File: config.mk
export PLATFORM = sky130hd
export DESIGN_NAME = minimal_set_cover_filter
export DESIGN_NICKNAME = d
export VERILOG_FILES = /design/src/hdl/msc_pkg.sv /design/src/hdl/msc_ram.sv /design/src/hdl/minimal_set_cover_filter.sv
export SDC_FILE = /design/constraint.sdc
export NUM_CORES = 2
export LEC_CHECK = 0
export ABC_AREA = 1
export BUFFER_PORTS_ARGS = -buffer_cell sky130_fd_sc_hd__buf_2
export CAP_MARGIN = 20
export CELL_PAD_IN_SITES_DETAIL_PLACEMENT = 1
export CELL_PAD_IN_SITES_GLOBAL_PLACEMENT = 2
export CORE_ASPECT_RATIO = 0.6
export CORE_MARGIN = 5
export CORE_UTILIZATION = 25
export DETAILED_ROUTE_END_ITERATION = 10
export GPL_TIMING_DRIVEN = 0
export PLACE_DENSITY_LB_ADDON = 0.1
export SKIP_CTS_REPAIR_TIMING = 1
export SYNTH_ARGS = -nofsm -noshare
export SYNTH_HDL_FRONTEND = slang
export SYNTH_HIERARCHICAL = 1
export SYNTH_SLANG_ARGS = --single-unit
File: constraint.sdc
create_clock -name clk -period 14.39 [get_ports clk]
set_input_delay 1.439 -clock clk [delete_from_list [all_inputs] [get_ports clk]]
set_output_delay 1.439 -clock clk [all_outputs]
set_load 0.01 [all_outputs]
File: src/hdl/msc_pkg.sv
// ----------------------------------------------------------------------------
// msc_pkg: shared definitions for the minimal set cover filter
// Word layouts, operation codes, sequencer states and default sizes.
// ----------------------------------------------------------------------------
package msc_pkg;

    // Default sizes of the family store and the found store.
    localparam int MSC_MAX_ENTRIES = 32;
    localparam int MSC_MAX_FOUND   = 64;

    // Largest universe; member masks are 32 bits, so it never exceeds that.
    localparam int MSC_MAX_ELEMENTS = 32;
    localparam int MSC_UNI_LIMIT    = (MSC_MAX_ELEMENTS < 32) ? MSC_MAX_ELEMENTS : 32;

    // Register index of tree_count (byte address 4 * index).
    localparam logic MSC_REG_TREE_COUNT = 1'b0;

    typedef enum logic [1:0] {
        OP_LOAD  = 2'd0,
        OP_TEST  = 2'd1,
        OP_CLEAR = 2'd2,
        OP_NONE  = 2'd3
    } msc_op_t;

    typedef enum logic [1:0] {
        ST_IDLE,
        ST_UNION,
        ST_SUBSET,
        ST_FINISH
    } msc_state_t;

    typedef struct packed {
        logic [1:0]  op;
        logic [4:0]  entry_index;
        logic [31:0] entry_members;
        logic [31:0] candidate_mask;
    } msc_in_t;

    typedef struct packed {
        logic       covers;
        logic       accepted;
        logic       store_full;
        logic [6:0] found_total;
    } msc_out_t;

endpackage

File: src/hdl/msc_ram.sv
// ----------------------------------------------------------------------------
// msc_ram: generic single-port-write, single-port-read RAM
// One write and one registered read per cycle. No reset on the contents.
// ----------------------------------------------------------------------------
module msc_ram #(
    parameter int WIDTH = 32,
    parameter int DEPTH = 32,
    parameter int AW    = (DEPTH > 1) ? $clog2(DEPTH) : 1
) (
    input  logic             clk,
    input  logic             we,
    input  logic [AW-1:0]    waddr,
    input  logic [WIDTH-1:0] wdata,
    input  logic [AW-1:0]    raddr,
    output logic [WIDTH-1:0] rdata
);

    logic [WIDTH-1:0] mem_reg [DEPTH];
    logic [WIDTH-1:0] rdata_reg;

    always_ff @(posedge clk)
    begin
        if (we)
        begin
            mem_reg[waddr] <= wdata;
        end
        rdata_reg <= mem_reg[raddr];
    end

    assign rdata = rdata_reg;

endmodule

File: src/hdl/minimal_set_cover_filter.sv
// ----------------------------------------------------------------------------
// minimal_set_cover_filter: candidate cover test against a stored family
// Holds a family of member masks, tests candidate selections for covering the
// universe and keeps the list of minimal covers found so far.
// ----------------------------------------------------------------------------
//
//  Channel   Direction  Handshake               Word
//  in        input      in_valid / in_stall     msc_in_t  (op, index, members, mask)
//  out       output     out_valid / out_stall   msc_out_t (covers, accepted, full, total)
//  cfg       input      APB psel/penable/pwrite tree_count at byte address 0
//
// A load, clear or unused op goes straight to the finish state, which stalls the
// input and loads the output word. A test stalls the input through a union
// pass with one family store read per entry, a subset pass with one found
// store read per stored cover, and the finish state. An early hit cuts the
// subset pass short, and a candidate that misses the universe skips it.
// After reset the family store reads as all zeros through per-entry valid bits;
// no clearing pass is needed. The found store is only read below the count.
// A stalled output word holds; the next item is accepted while it waits, and
// its result waits in the finish state until the output register frees.
//
module minimal_set_cover_filter #(
    parameter int MAX_ENTRIES = msc_pkg::MSC_MAX_ENTRIES,
    parameter int MAX_FOUND   = msc_pkg::MSC_MAX_FOUND
) (
    input  logic             clk,
    input  logic             rst_n,

    input  logic             in_valid,
    output logic             in_stall,
    input  msc_pkg::msc_in_t in_data,

    output logic             out_valid,
    input  logic             out_stall,
    output msc_pkg::msc_out_t out_data,

    input  logic             psel,
    input  logic             penable,
    input  logic             pwrite,
    input  logic [2:0]       paddr,
    input  logic [31:0]      pwdata,
    output logic [31:0]      prdata,
    output logic             pready
);

    import msc_pkg::*;

    // Only 32 entries are reachable through a 5-bit index and a 32-bit mask.
    localparam int FAM_DEPTH = (MAX_ENTRIES < 32) ? MAX_ENTRIES : 32;
    localparam int FAM_AW    = (FAM_DEPTH > 1) ? $clog2(FAM_DEPTH) : 1;
    localparam int FOUND_AW  = (MAX_FOUND > 1) ? $clog2(MAX_FOUND) : 1;
    localparam int CNT_W     = $clog2(MAX_FOUND + 1);
    localparam int SCAN_MAX  = (FAM_DEPTH > MAX_FOUND) ? FAM_DEPTH : MAX_FOUND;
    localparam int SCAN_W    = $clog2(SCAN_MAX + 1);

    localparam logic [5:0]        FAM_DEPTH_IDX = 6'(FAM_DEPTH);
    localparam logic [SCAN_W-1:0] FAM_DEPTH_CNT = SCAN_W'(FAM_DEPTH);
    localparam logic [CNT_W-1:0]  FOUND_LIMIT   = CNT_W'(MAX_FOUND);
    localparam logic [5:0]        UNI_LIMIT     = 6'(MSC_UNI_LIMIT);

    // ------------------------------------------------------------------
    // State
    // ------------------------------------------------------------------
    msc_state_t          state_reg, state_next;
    logic [5:0]          tree_count_reg, tree_count_next;
    logic [FAM_DEPTH-1:0] fam_valid_reg, fam_valid_next;
    logic [CNT_W-1:0]    count_reg, count_next;
    logic [SCAN_W-1:0]   idx_reg, idx_next;
    logic                pend_reg, pend_next;
    logic                sel_reg, sel_next;
    logic                hit_reg, hit_next;
    logic                covers_reg, covers_next;
    logic                accepted_reg, accepted_next;
    logic                full_reg, full_next;
    logic                out_valid_reg, out_valid_next;

    logic [31:0]         acc_reg, acc_next;
    logic [31:0]         cand_reg, cand_next;
    logic [31:0]         cand_sh_reg, cand_sh_next;
    msc_out_t            out_data_reg, out_data_next;

    // RAM ports
    logic                fam_we;
    logic [FAM_AW-1:0]   fam_waddr;
    logic [FAM_AW-1:0]   fam_raddr;
    logic [31:0]         fam_rdata;
    logic                found_we;
    logic [FOUND_AW-1:0] found_waddr;
    logic [FOUND_AW-1:0] found_raddr;
    logic [31:0]         found_rdata;

    // Helpers
    logic                in_take;
    logic                out_free;
    logic                cfg_write;
    logic [5:0]          uni_bits;
    logic [32:0]         uni_wide;
    logic [31:0]         uni_mask;
    logic                scan_issue;
    logic [CNT_W+6:0]    total_wide;

    // ------------------------------------------------------------------
    // Stores
    // ------------------------------------------------------------------
    msc_ram #(
        .WIDTH (32),
        .DEPTH (FAM_DEPTH),
        .AW    (FAM_AW)
    ) u_family (
        .clk   (clk),
        .we    (fam_we),
        .waddr (fam_waddr),
        .wdata (in_data.entry_members),
        .raddr (fam_raddr),
        .rdata (fam_rdata)
    );

    msc_ram #(
        .WIDTH (32),
        .DEPTH (MAX_FOUND),
        .AW    (FOUND_AW)
    ) u_found (
        .clk   (clk),
        .we    (found_we),
        .waddr (found_waddr),
        .wdata (cand_reg),
        .raddr (found_raddr),
        .rdata (found_rdata)
    );

    // Both read ports follow the scan counter; only one pass runs at a time.
    assign fam_raddr   = idx_reg[FAM_AW-1:0];
    assign found_raddr = idx_reg[FOUND_AW-1:0];
    assign found_waddr = count_reg[FOUND_AW-1:0];
    assign fam_waddr   = in_data.entry_index[FAM_AW-1:0];

    // ------------------------------------------------------------------
    // Configuration port: tree_count is the only register.
    // ------------------------------------------------------------------
    assign pready    = 1'b1;
    assign cfg_write = psel && penable && pwrite && (paddr[2] == MSC_REG_TREE_COUNT);
    assign prdata    = (paddr[2] == MSC_REG_TREE_COUNT) ? {26'd0, tree_count_reg} : 32'd0;

    always_comb
    begin
        tree_count_next = tree_count_reg;
        if (cfg_write)
        begin
            tree_count_next = pwdata[5:0];
        end
    end

    // The universe is the low tree_count bits, with the count saturated.
    assign uni_bits = (tree_count_reg > UNI_LIMIT) ? UNI_LIMIT : tree_count_reg;
    assign uni_wide = (33'd1 << uni_bits) - 33'd1;
    assign uni_mask = uni_wide[31:0];

    // ------------------------------------------------------------------
    // Handshakes
    // ------------------------------------------------------------------
    assign in_stall  = (state_reg != ST_IDLE);
    assign in_take   = in_valid && !in_stall;
    assign out_free  = !out_valid_reg || !out_stall;
    assign out_valid = out_valid_reg;
    assign out_data  = out_data_reg;

    assign total_wide = {7'd0, count_reg};

    // ------------------------------------------------------------------
    // Sequencer. The union pass walks the family store one entry per cycle
    // and ORs in the selected words; the subset pass walks the found store
    // and stops early once a stored cover lies inside the candidate.
    // Reads land in the cycle after issue, so pend_reg marks a read in flight.
    // ------------------------------------------------------------------
    always_comb
    begin
        state_next     = state_reg;
        fam_valid_next = fam_valid_reg;
        count_next     = count_reg;
        idx_next       = idx_reg;
        pend_next      = 1'b0;
        sel_next       = 1'b0;
        hit_next       = hit_reg;
        covers_next    = covers_reg;
        accepted_next  = accepted_reg;
        full_next      = full_reg;
        acc_next       = acc_reg;
        cand_next      = cand_reg;
        cand_sh_next   = cand_sh_reg;
        out_valid_next = out_valid_reg && out_stall;
        out_data_next  = out_data_reg;
        fam_we         = 1'b0;
        found_we       = 1'b0;
        scan_issue     = 1'b0;

        unique case (state_reg)
            ST_IDLE:
            begin
                if (in_take)
                begin
                    covers_next   = 1'b0;
                    accepted_next = 1'b0;
                    full_next     = 1'b0;
                    state_next    = ST_FINISH;
                    case (msc_op_t'(in_data.op))
                        OP_LOAD:
                        begin
                            if ({1'b0, in_data.entry_index} < FAM_DEPTH_IDX)
                            begin
                                fam_we = 1'b1;
                                fam_valid_next[fam_waddr] = 1'b1;
                            end
                        end
                        OP_TEST:
                        begin
                            cand_next    = in_data.candidate_mask;
                            cand_sh_next = in_data.candidate_mask;
                            acc_next     = 32'd0;
                            idx_next     = '0;
                            state_next   = ST_UNION;
                        end
                        OP_CLEAR:
                        begin
                            count_next = '0;
                        end
                        default:
                        begin
                        end
                    endcase
                end
            end

            ST_UNION:
            begin
                if (pend_reg && sel_reg)
                begin
                    acc_next = acc_reg | fam_rdata;
                end
                if (idx_reg != FAM_DEPTH_CNT)
                begin
                    pend_next    = 1'b1;
                    sel_next     = cand_sh_reg[0] && fam_valid_reg[fam_raddr];
                    cand_sh_next = {1'b0, cand_sh_reg[31:1]};
                    idx_next     = idx_reg + SCAN_W'(1);
                end
                else if (!pend_reg)
                begin
                    idx_next = '0;
                    hit_next = 1'b0;
                    if (acc_reg == uni_mask)
                    begin
                        covers_next = 1'b1;
                        state_next  = ST_SUBSET;
                    end
                    else
                    begin
                        state_next = ST_FINISH;
                    end
                end
            end

            ST_SUBSET:
            begin
                if (pend_reg && ((found_rdata & ~cand_reg) == 32'd0))
                begin
                    hit_next = 1'b1;
                end
                scan_issue = (idx_reg != SCAN_W'(count_reg)) && !hit_reg;
                if (scan_issue)
                begin
                    pend_next = 1'b1;
                    idx_next  = idx_reg + SCAN_W'(1);
                end
                else if (!pend_reg)
                begin
                    if (!hit_reg)
                    begin
                        if (count_reg < FOUND_LIMIT)
                        begin
                            found_we      = 1'b1;
                            count_next    = count_reg + CNT_W'(1);
                            accepted_next = 1'b1;
                        end
                        else
                        begin
                            full_next = 1'b1;
                        end
                    end
                    state_next = ST_FINISH;
                end
            end

            ST_FINISH:
            begin
                if (out_free)
                begin
                    out_valid_next            = 1'b1;
                    out_data_next.covers      = covers_reg;
                    out_data_next.accepted    = accepted_reg;
                    out_data_next.store_full  = full_reg;
                    out_data_next.found_total = total_wide[6:0];
                    state_next                = ST_IDLE;
                end
            end

            default:
            begin
                state_next = ST_IDLE;
            end
        endcase
    end

    // ------------------------------------------------------------------
    // Registers
    // ------------------------------------------------------------------
    always_ff @(posedge clk or negedge rst_n)
    begin
        if (!rst_n)
        begin
            state_reg <= ST_IDLE;
        end
        else
        begin
            state_reg <= state_next;
        end
    end

    always_ff @(posedge clk or negedge rst_n)
    begin
        if (!rst_n)
        begin
            tree_count_reg <= 6'd1;
            fam_valid_reg  <= '0;
            count_reg      <= '0;
            idx_reg        <= '0;
            pend_reg       <= 1'b0;
            sel_reg        <= 1'b0;
            hit_reg        <= 1'b0;
            covers_reg     <= 1'b0;
            accepted_reg   <= 1'b0;
            full_reg       <= 1'b0;
            out_valid_reg  <= 1'b0;
        end
        else
        begin
            tree_count_reg <= tree_count_next;
            fam_valid_reg  <= fam_valid_next;
            count_reg      <= count_next;
            idx_reg        <= idx_next;
            pend_reg       <= pend_next;
            sel_reg        <= sel_next;
            hit_reg        <= hit_next;
            covers_reg     <= covers_next;
            accepted_reg   <= accepted_next;
            full_reg       <= full_next;
            out_valid_reg  <= out_valid_next;
        end
    end

    always_ff @(posedge clk)
    begin
        acc_reg      <= acc_next;
        cand_reg     <= cand_next;
        cand_sh_reg  <= cand_sh_next;
        out_data_reg <= out_data_next;
    end

    // ------------------------------------------------------------------
    // Checks
    // ------------------------------------------------------------------
`ifndef SYNTH
    // The found store never holds more covers than it has entries.
    a_count_bound: assert property (@(posedge clk) disable iff (!rst_n)
        count_reg <= FOUND_LIMIT)
        else $error("found count beyond store size");

    // A cover that was stored or refused for lack of room must have covered,
    // and it cannot be both.
    a_flags: assert property (@(posedge clk) disable iff (!rst_n)
        out_valid_reg |-> (!(out_data_reg.accepted && out_data_reg.store_full)
            && (!(out_data_reg.accepted || out_data_reg.store_full)
                || out_data_reg.covers)))
        else $error("inconsistent result flags");

    // A stored cover raises the count by exactly one at the next edge.
    a_append: assert property (@(posedge clk) disable iff (!rst_n)
        found_we |=> (count_reg == $past(count_reg) + CNT_W'(1)))
        else $error("found store append without count step");

    // The union scan never runs past the family store.
    a_union_idx: assert property (@(posedge clk) disable iff (!rst_n)
        (state_reg == ST_UNION) |-> (idx_reg <= FAM_DEPTH_CNT))
        else $error("union scan index out of range");
`endif

endmodule

==> impl_metrics.csv <==
group,metric,value,unit
status,run_status,"completed",
power,leakagePower,58.59,nW
layout,nets,12414,
cts,clk_pin_slew,0.07,ns
synthesis,synth_cell_types,53,
critical_path,r2r_setup_slack,8.35,ns
global_routing,grt_max_degree,62,
cts,cts_made_buffers,355,
placed_design,dpl.cell_count,19069,
sta,slew_headroom,0.1494,
layout,syn2layout_area_growth,21.89,%
critical_path,critical_path_class,"reg2reg",
detailed_routing,1st_iter_drt_viols,13166,
sta,finalCritPeriodShare,0.4197,
critical_path,cpPeakStageDelay,0.98,ns
layout,largest_reg_flops,2048,
synthesis,ys_seq_elements,3303,
cts,insertion_delay_to_the_later_sink_of_the_worst_skew_pair,1.04,ns
floorplan,io_pins,158,
critical_path,worstReg2RegEnd,"u_found/mem_reg[48][9]",
synthesis,synth-seq-area-share,0.7306,
critical_path,data_arrival_critical_path,6.77,ns
critical_path,cell_breakdown_of_the_critical_path,"inv_1, nand2_1, nand4_1, nor3_1, nor2_1, inv_1, nand2_1, nor4_1, buf_2, clkbuf_1, nand4_1, nor4_2, buf_4, buf_4, buf_4, buf_4, buf_4, buf_4",
layout,final.fill_count,57987,
global_routing,number_of_antenna_violations_at_the_first_check_in_global_routing,162,
power,power,29.86,mW
run,max_cap_viol_count,0,
floorplan,die_x,956.8,um
sta,holdWs,0.4555,ns
layout,layout.core_utilization,0.3060,
detailed_routing,route.final.wire_length,695.0,mm
critical_path,timing.reg2reg.worst_path_depth,18,
critical_path,regToRegStartpoint,"idx_reg[4]",
layout,share_of_cells_above_drive_strength_1,0.1351,
cts,clk_path_buf_depth,4,
detailed_routing,drt-wirelength-per-cell,35.12,um
sta,actual_slew_at_the_worst_max_slew_pin,1.276,ns
sta,rsz_0062_raised_after_global_routing,"no",
synthesis,ys_async_sr_fraction,0.01847,
detailed_routing,detail-route-antenna-nets,0,
sta,max_freq,165.6,MHz
synthesis,synth.avg_cell_area,11.78,um2
global_routing,grt_first_pass_wirelength,907.1,mm
sta,final_period_minus_worst_setup_slack,6.039,ns
synthesis,syn_inst,11416,
cts,tritoncts,"done",
synthesis,ys.flop_type,"sky130_fd_sc_hd__edfxtp_1",
sta,report.final.hold_viol_count,0,
synthesis,synth-edff-count,3178,
sta,max_slew_vio_count,0,
power,power_per_cell_area,182.1,nW/um2
detailed_routing,detailedRoute.firstPassIterationCount,8,
critical_path,crit_path_frequent_cell,"sky130_fd_sc_hd__buf_4",
floorplan,chip_height,578.1,um
placed_design,gpl_congestion,0.9291,
placed_design,buffer_ports.inserted,102,
placed_design,dpl.hpwl,523.1,mm
cts,cts_num_sinks,3303,
cts,root_buffer,"sky130_fd_sc_hd__clkbuf_16",
global_routing,track_usage,0.2428,
sta,finClkSkew,0.09428,ns
layout,final-instance-count-excl-fill,19790,
critical_path,critical_path.max_fanout,9,
detailed_routing,dr_total_vias,101511,
critical_path,worstSetupEndpointType,"register",
sta,final-setup-viol-count,0,
synthesis,synthesis.yosys.warnings,6,
global_routing,via_count_of_the_first_global_routing_pass,95985,
critical_path,start_kind,"register",
worst_hold_path,hp-class,"in2async",
critical_path,crit_slowest_cell,"sky130_fd_sc_hd__dfrtp_1",
floorplan,initial_utilization,0.2511,
floorplan,fp-row-count,208,
detailed_routing,route.detailed.drc,0,
critical_path,worst-endpoint-required,15.12,ns
global_routing,global_route_overflow,0,
floorplan,die_outline_area,553100,um2
floorplan,placeableCoreArea,535600,um2
cts,cts_htree_levels,5,
synthesis,syn_area,134500,um2
detailed_routing,route.detailed.vias_per_inst,5.129,
power,power.ir.vdd_worst,0.00009251,V
==> area by class of cell <==
type,instances,area (um2),share of cell area
timing repair buffer,495,8240,0.05028
sequential,3303,98240,0.5994
buffer,721,4148,0.02531
antenna,78,195.2,0.001191
clock inverter,199,1957,0.01194
tap,7140,8934,0.05450
clock buffer,437,9264,0.05652
inverter,167,636.9,0.003886
multi-input combinational,7250,32290,0.1970
==> cell usage in the layout (no fill, tap or decap), types with 17 or more instances in the layout <==
cell,n
sky130_fd_sc_hd__a21oi_1,31
sky130_fd_sc_hd__buf_1,55
sky130_fd_sc_hd__buf_12,150
sky130_fd_sc_hd__buf_16,133
sky130_fd_sc_hd__buf_2,476
sky130_fd_sc_hd__buf_4,170
sky130_fd_sc_hd__buf_6,84
sky130_fd_sc_hd__buf_8,31
sky130_fd_sc_hd__bufinv_16,31
sky130_fd_sc_hd__clkbuf_1,187
sky130_fd_sc_hd__clkbuf_16,357
sky130_fd_sc_hd__clkinv_1,81
sky130_fd_sc_hd__clkinv_2,51
sky130_fd_sc_hd__conb_1,27
sky130_fd_sc_hd__dfrtp_1,60
sky130_fd_sc_hd__dfxtp_1,64
sky130_fd_sc_hd__diode_2,78
sky130_fd_sc_hd__edfxtp_1,3178
sky130_fd_sc_hd__inv_1,148
sky130_fd_sc_hd__nand2_1,3942
sky130_fd_sc_hd__nand3_1,2750
sky130_fd_sc_hd__nand4_1,30
sky130_fd_sc_hd__nor2_1,154
sky130_fd_sc_hd__nor2_4,93
sky130_fd_sc_hd__o21ai_0,56
sky130_fd_sc_hd__xnor2_1,17
==> where the power goes <==
part           switching (mW)  total, mW  internal (mW)
Clock                    4.13       9.27           5.14
Sequential              0.175       11.0           10.9
Combinational            7.48       9.55           2.07
Total                    11.8       29.9           18.1
==> worst max-delay path: cells and delay by family (launching register included) <==
family        cells  cell delay (ns)
flops             1             0.98
buf+inv          10             2.36
simple gates      8             2.38
==> logic make-up after synthesis <==
logic type / Yosys count / synth area share
flip-flops: 3303 / 0.7306
AO/OA/AOI/OAI: 133 / 0.005825
other: 2 / 0.00005585
buffers and inverters: 888 / 0.03547
AND/OR/NAND/NOR: 7054 / 0.2255
adder cells (fa/ha/maj): 8 / 0.0007444
XOR/XNOR: 28 / 0.001824
==> cell usage after synthesis (all sizes together), types with 8 or more instances <==
cell | number | area [um2]
nor2 | 262 | 1057
xnor2 | 17 | 148.9
ha | 8 | 100.1
buf | 604 | 3694
inv | 165 | 629.3
nor4 | 11 | 68.82
dfxtp | 64 | 1281
nand3b | 10 | 75.07
edfxtp | 3178 | 95430
nand2 | 3956 | 14900
o21bai | 16 | 120.1
clkbuf | 117 | 439.2
xor2 | 11 | 96.34
o21ai | 58 | 301.5
nand3 | 2754 | 13800
o22ai | 10 | 62.56
nor3 | 16 | 90.09
a21oi | 33 | 168.9
nand4 | 35 | 259.0
dfrtp | 60 | 1501
==> how the worst max path moves through the flow <==
stage	endpoint	startpoint	slack, ns	cells after the start
5_1_grt	u_found/mem_reg[48][17]	idx_reg[3]	8.12	18
6_report	u_found/mem_reg[48][9]	idx_reg[4]	8.35	18
2_1_floorplan	u_found/mem_reg[48][0]	idx_reg[3]	8.85	11
3_3_place_gp	u_found/mem_reg[54][8]	idx_reg[3]	-2.93	11
4_1_cts	u_found/mem_reg[48][15]	idx_reg[3]	8.40	18
3_5_place_dp	u_found/mem_reg[48][11]	idx_reg[3]	8.42	18
==> layer usage <==
| metal | wire length, um | vias to the layer above | track usage | share of wire |
|---|---|---|---|---|
| met1 | 361500 | 54270 | 0.4046 | 0.52 |
| met5 | 313 | - | 0 | 0.00045 |
| met3 | 73810 | 622 | 0.07526 | 0.11 |
| met2 | 248500 | 4540 | 0.3000 | 0.36 |
| met4 | 10940 | 46 | 0.03705 | 0.016 |
| li1 | - | 42033 | - | - |
==> stage by stage <==
stage | worst slack (ns) | setup TNS, ns | instance area (um2)
floorplan | 8.847 | 0 | 134600
global placement | -2.931 | -579.41 | 144000
detailed placement | 8.424 | 0 | 152300
CTS | 8.403 | 0 | 163500
global route | 8.117 | 0 | 163700
finish | 8.351 | 0 | 163900
(Power assumes the default switching activity.)
